$ cat config.mk
export PLATFORM = sky130hd
export DESIGN_NAME = crr_ctrl
export DESIGN_NICKNAME = d
export VERILOG_FILES = /design/src/rtl/crr_pkg.sv /design/src/rtl/crr_ctrl.sv
export SDC_FILE = /design/constraint.sdc
export NUM_CORES = 1
export LEC_CHECK = 0
export BUFFER_PORTS_ARGS = -buffer_cell sky130_fd_sc_hd__buf_4
export CORE_AREA = 2 2 39 41
export DETAILED_ROUTE_END_ITERATION = 12
export DIE_AREA = 0 0 41 43
export GPL_ROUTABILITY_DRIVEN = 0
export PLACE_DENSITY = 0.62
export SLEW_MARGIN = 20
export SYNTH_ARGS = -nofsm -noshare
export SYNTH_HDL_FRONTEND = slang
export SYNTH_SLANG_ARGS = --single-unit
$ cat constraint.sdc
create_clock -name i_clk -period 1.2 [get_ports i_clk]
set_input_delay 0.18 -clock i_clk [delete_from_list [all_inputs] [get_ports i_clk]]
set_output_delay 0.18 -clock i_clk [all_outputs]
set_load 0.05 [all_outputs]
$ cat src/rtl/crr_pkg.sv
// shared types, codes and stream layout for the chained range remap block
// no dependencies
package crr_pkg;

    localparam int DEF_STAGES     = 7;
    localparam int DEF_ENTRIES    = 64;
    localparam int DEF_VALUE_BITS = 32;

    localparam int FIELD_W     = 32;
    localparam int IN_TUSER_W  = 2;
    localparam int IN_TDATA_W  = 168;
    localparam int OUT_TDATA_W = 40;

    // input tdata bit offsets
    localparam int OFS_STAGE = 0;
    localparam int OFS_DEST  = 3;
    localparam int OFS_SRC   = 35;
    localparam int OFS_SPAN  = 67;
    localparam int OFS_FIRST = 99;
    localparam int OFS_COUNT = 131;
    localparam int STAGE_W   = 3;

    localparam logic [FIELD_W-1:0] LOWEST_NONE = '1;

    typedef enum logic [1:0] {
        CMD_LOAD  = 2'd0,
        CMD_SCAN  = 2'd1,
        CMD_CLEAR = 2'd2,
        CMD_NOP   = 2'd3
    } t_cmd;

    typedef enum logic [3:0] {
        S_IDLE,
        S_EXEC,
        S_STRETCH,
        S_ENT_READ,
        S_EVAL_A,
        S_EVAL_B,
        S_EVAL_C,
        S_NEXT,
        S_END_A,
        S_END_B,
        S_RESULT
    } t_state;

    typedef enum logic [3:0] {
        OP_NONE,
        OP_ACCEPT,
        OP_EXEC,
        OP_STRETCH,
        OP_READ,
        OP_EVAL_A,
        OP_EVAL_B,
        OP_EVAL_C,
        OP_NEXT,
        OP_END_A,
        OP_END_B,
        OP_RESULT
    } t_op;

    typedef struct packed {
        t_op op;
    } t_dp_cmd;

    typedef struct packed {
        logic is_scan;
        logic left_zero;
        logic k_done;
        logic stage_last;
        logic hit;
        logic out_free;
    } t_dp_stat;

endpackage

$ cat src/rtl/crr_ctrl.sv
// controller state machine: sequences accept, table walk, stretch steps and result
// depends on crr_pkg
module crr_ctrl (
    input  logic              i_clk,
    input  logic              i_rst_n,
    input  logic              i_s_tvalid,
    output logic              o_s_tready,
    input  crr_pkg::t_dp_stat i_stat,
    output crr_pkg::t_dp_cmd  o_cmd
);

    crr_pkg::t_state r_state;
    crr_pkg::t_state n_state;

    always_ff @(posedge i_clk) begin
        if (!i_rst_n) begin
            r_state <= crr_pkg::S_IDLE;
        end else begin
            r_state <= n_state;
        end
    end

    always_comb begin
        n_state    = r_state;
        o_cmd.op   = crr_pkg::OP_NONE;
        o_s_tready = 1'b0;
        unique case (r_state)
            crr_pkg::S_IDLE: begin
                o_s_tready = 1'b1;
                if (i_s_tvalid) begin
                    o_cmd.op = crr_pkg::OP_ACCEPT;
                    n_state  = crr_pkg::S_EXEC;
                end
            end
            crr_pkg::S_EXEC: begin
                o_cmd.op = crr_pkg::OP_EXEC;
                n_state  = i_stat.is_scan ? crr_pkg::S_STRETCH : crr_pkg::S_RESULT;
            end
            crr_pkg::S_STRETCH: begin
                if (i_stat.left_zero) begin
                    n_state = crr_pkg::S_RESULT;
                end else begin
                    o_cmd.op = crr_pkg::OP_STRETCH;
                    n_state  = crr_pkg::S_ENT_READ;
                end
            end
            crr_pkg::S_ENT_READ: begin
                if (i_stat.k_done) begin
                    n_state = crr_pkg::S_NEXT;
                end else begin
                    o_cmd.op = crr_pkg::OP_READ;
                    n_state  = crr_pkg::S_EVAL_A;
                end
            end
            crr_pkg::S_EVAL_A: begin
                o_cmd.op = crr_pkg::OP_EVAL_A;
                n_state  = crr_pkg::S_EVAL_B;
            end
            crr_pkg::S_EVAL_B: begin
                o_cmd.op = crr_pkg::OP_EVAL_B;
                n_state  = i_stat.hit ? crr_pkg::S_EVAL_C : crr_pkg::S_ENT_READ;
            end
            crr_pkg::S_EVAL_C: begin
                o_cmd.op = crr_pkg::OP_EVAL_C;
                n_state  = crr_pkg::S_NEXT;
            end
            crr_pkg::S_NEXT: begin
                if (i_stat.stage_last) begin
                    n_state = crr_pkg::S_END_A;
                end else begin
                    o_cmd.op = crr_pkg::OP_NEXT;
                    n_state  = crr_pkg::S_ENT_READ;
                end
            end
            crr_pkg::S_END_A: begin
                o_cmd.op = crr_pkg::OP_END_A;
                n_state  = crr_pkg::S_END_B;
            end
            crr_pkg::S_END_B: begin
                o_cmd.op = crr_pkg::OP_END_B;
                n_state  = crr_pkg::S_STRETCH;
            end
            crr_pkg::S_RESULT: begin
                if (i_stat.out_free) begin
                    o_cmd.op = crr_pkg::OP_RESULT;
                    n_state  = crr_pkg::S_IDLE;
                end
            end
            default: begin
                n_state = crr_pkg::S_IDLE;
            end
        endcase
    end

endmodule

==> results.json <==
{
  "status": "finished with violations",
  "violations": "setup timing",
  "crit_fanout": 6,
  "regArea_um2": 87.6,
  "placed_cell_area_um2": 643,
  "syn_avg_cell_area_um2": 7.23,
  "start_util_pct": 28.8,
  "rr_startpoint": "r_state[3]",
  "fmax_ghz": 0.650,
  "diodes": 0,
  "yosys_most_used_dff": "dfxtp_1",
  "io_buffers": 13,
  "dr.first_iter.drc_count": 3,
  "ant_nets": 0,
  "swShare_pct": 46.6,
  "grt_max_degree": 14,
  "end_kind": "output port",
  "cap_violations": 0,
  "drt-wirelength-per-cell_um": 13.4,
  "ys_ff_latch": 4,
  "nFillCells": 121,
  "instances_no_fill": 102,
  "die_w_um": 41,
  "syn2layout_area_growth_pct": 116,
  "ios": 14,
  "worstPathRequired_ns": 1.02,
  "firstDrtPassIters": 4,
  "r2r-end": "r_state[0]",
  "drc": 0,
  "slew_headroom_pct": 83.1,
  "p_leak_nw": 0.378,
  "drt-vias-per-instance": 5.32,
  "slowest_delay_ns": 0.39,
  "dieHeight_um": 43,
  "final_common_cell": "buf_4",
  "rsz0062_at_grt": "true",
  "fin_nets": 97,
  "start_kind": "flip-flop",
  "clkPwrFrac_pct": 6.8,
  "stdcell_area_um2": 861,
  "overflow": 0,
  "antenna_found_initial": 0,
  "syn-cell-area_um2": 398,
  "cts_tree": "built",
  "cts_htree_levels": 1,
  "hold_violations": 0,
  "rows": 14,
  "syn_nets": 64,
  "period_minus_slack_ns": 1.54,
  "yosys_warnings": 0,
  "reg2reg_depth": 4,
  "cp-startpoint": "r_state[2]",
  "path_cells": "or3b_4 -> a21oi_4 -> a221oi_4 -> buf_6",
  "die_area_um2": 1760,
  "clock_skew_ns": 0.00219,
  "synth_edf_count": 0,
  "cp_num_buf_inv": 1,
  "largest_register_ffs": 4,
  "final_cell_mix": "19 x buf_4, 10 x buf_6",
  "finalSetupViolations": 6,
  "min_to": "r_state[0]",
  "synth_top_area_cell": "dfxtp_1",
  "critical_path_depth": 4,
  "vias": 543,
  "wl_um": 1370,
  "clk_pin_slew_ns": 0.04,
  "cp_top_family": "simple AND/OR/NAND/NOR gates",
  "clock_latency_ns": 0.24,
  "reg_top3": "r_state: 4 flops",
  "grtUsageTotal_pct": 15.8,
  "cts_sinks": 4,
  "cp_slowest_cell": "or3b_4",
  "core_area_um2": 1380,
  "dp.cells": 92,
  "async_flop_share_pct": 0,
  "p_comb_share_pct": 82.1,
  "largest_register": "r_state",
  "drive_gt1_share_pct": 69.8,
  "hp-class": "in2reg",
  "pwr-share-seq_pct": 11.1,
  "cts_buffers": 3,
  "drv_slew": 0,
  "critPathKind": "reg2out",
  "p_switching_mw": 1.17,
  "whs_path_depth": 3,
  "synthCells": 55,
  "arrival_ns": 1.36,
  "grt_pass1_vias": 476,
  "holdCritStartpoint": "i_rst_n",
  "r2r_slack_ns": -0.12,
  "finalPower_mw": 2.50,
  "period_share_pct": 128,
  "vdd_drop_max_uv": 1050,
  "yosysTopAreaCellShare_pct": 20.1,
  "synth_area_leaders": "dfxtp_1 20%, a21boi_1 5.7%, buf_2 5.0%, o21ai_1 5.0%, nor2_1 4.7%",
  "final.setup.worst_slack_ns": -0.338,
  "cts_root_buffer": "clkbuf_4",
  "place_hpwl_um": 903,
  "grt_pass1_wl_um": 1930,
  "clockBufferDepth": 2,
  "yosysUniqueCellTypes": 31,
  "p_int_mw": 1.34,
  "fin_tns_setup_ns": -1.54,
  "power_density_nw_per_um2": 2910,
  "multi_input_area_um2": 389,
  "worstMarginPinSlew_ns": 0.253,
  "yosysSeqAreaShare_pct": 20.1
}
[kinds of logic after synthesis]
| group | after synthesis | synth area share [%] |
|---|---|---|
| buf+inv | 9 | 11.6 |
| compound gates | 21 | 38.1 |
| simple gates | 20 | 27.7 |
| mux | 1 | 2.52 |
| flops | 4 | 20.1 |
[metal layers]
| layer | global-route usage (%) | vias to the layer above | wire length, um |
|---|---|---|---|
| li1 | - | 270 | - |
| met1 | 20.3 | 253 | 579 |
| met2 | 23.4 | 16 | 702 |
| met3 | 5.24 | 4 | 62 |
| met4 | 6.00 | 0 | 25 |
| met5 | 0 | - | 0 |
[cells in the mapped netlist (all sizes together) (2+ instances only)]
master / count
a21boi: 3
a21oi: 3
buf: 5
dfxtp: 4
inv: 4
nand2: 4
nand2b: 2
nand3: 2
nor2: 5
o21ai: 5
[worst register-to-register path: stages, from the launching register on]
cell,delay (ns)
dfxtp_2,0.33
or4_4,0.56
buf_6,0.13
o211ai_2,0.13
a31oi_1,0.05
[per-stage QoR]
step	hold slack [ns]	setup slack [ns]	utilization, %
floorplan	0.290	-0.163	-
global placement	0.447	-0.199	46.5
detailed placement	0.445	-0.203	46.5
CTS	0.198	-0.321	51.7
global route	0.212	-0.374	62.2
finish	0.208	-0.338	62.2
[layout make-up]
cell class	count	share of cell area (%)
Clock buffer	3	2.62
Inverter	4	2.47
Multi-Input combinational cell	42	45.2
Sequential cell	4	10.2
Tap cell	16	2.33
Timing Repair Buffer	33	37.2
[repair_timing]
| action | 4_1_cts | 5_1_grt |
|---|---|---|
| buffers inserted | 1 | 6 |
| hold buffers | 0 | 0 |
| gates resized for setup | 14 | 25 |
| endpoints found under the setup margin | 6 | 7 |
| pin swaps | 2 | 6 |
[worst max-delay path by stage]
stage,to,slack (ns)
5_1_grt,o_cmd[1],-0.37
2_1_floorplan,o_cmd[0],-0.16
4_1_cts,o_cmd[1],-0.32
6_report,o_cmd[1],-0.34
3_5_place_dp,o_cmd[3],-0.20
3_3_place_gp,o_cmd[1],-0.20
[power by group through the flow]
stage                     Combinational, mW  Sequential, mW  Clock (mW)
final                                  2.05           0.279       0.170
after detailed placement               1.43           0.268           0
after global routing                   2.17           0.285       0.190
after global placement                 1.42           0.263           0
after CTS                              1.62           0.292       0.173
after floorplan                        1.14           0.221           0
Power figures use the tool's default switching activity.
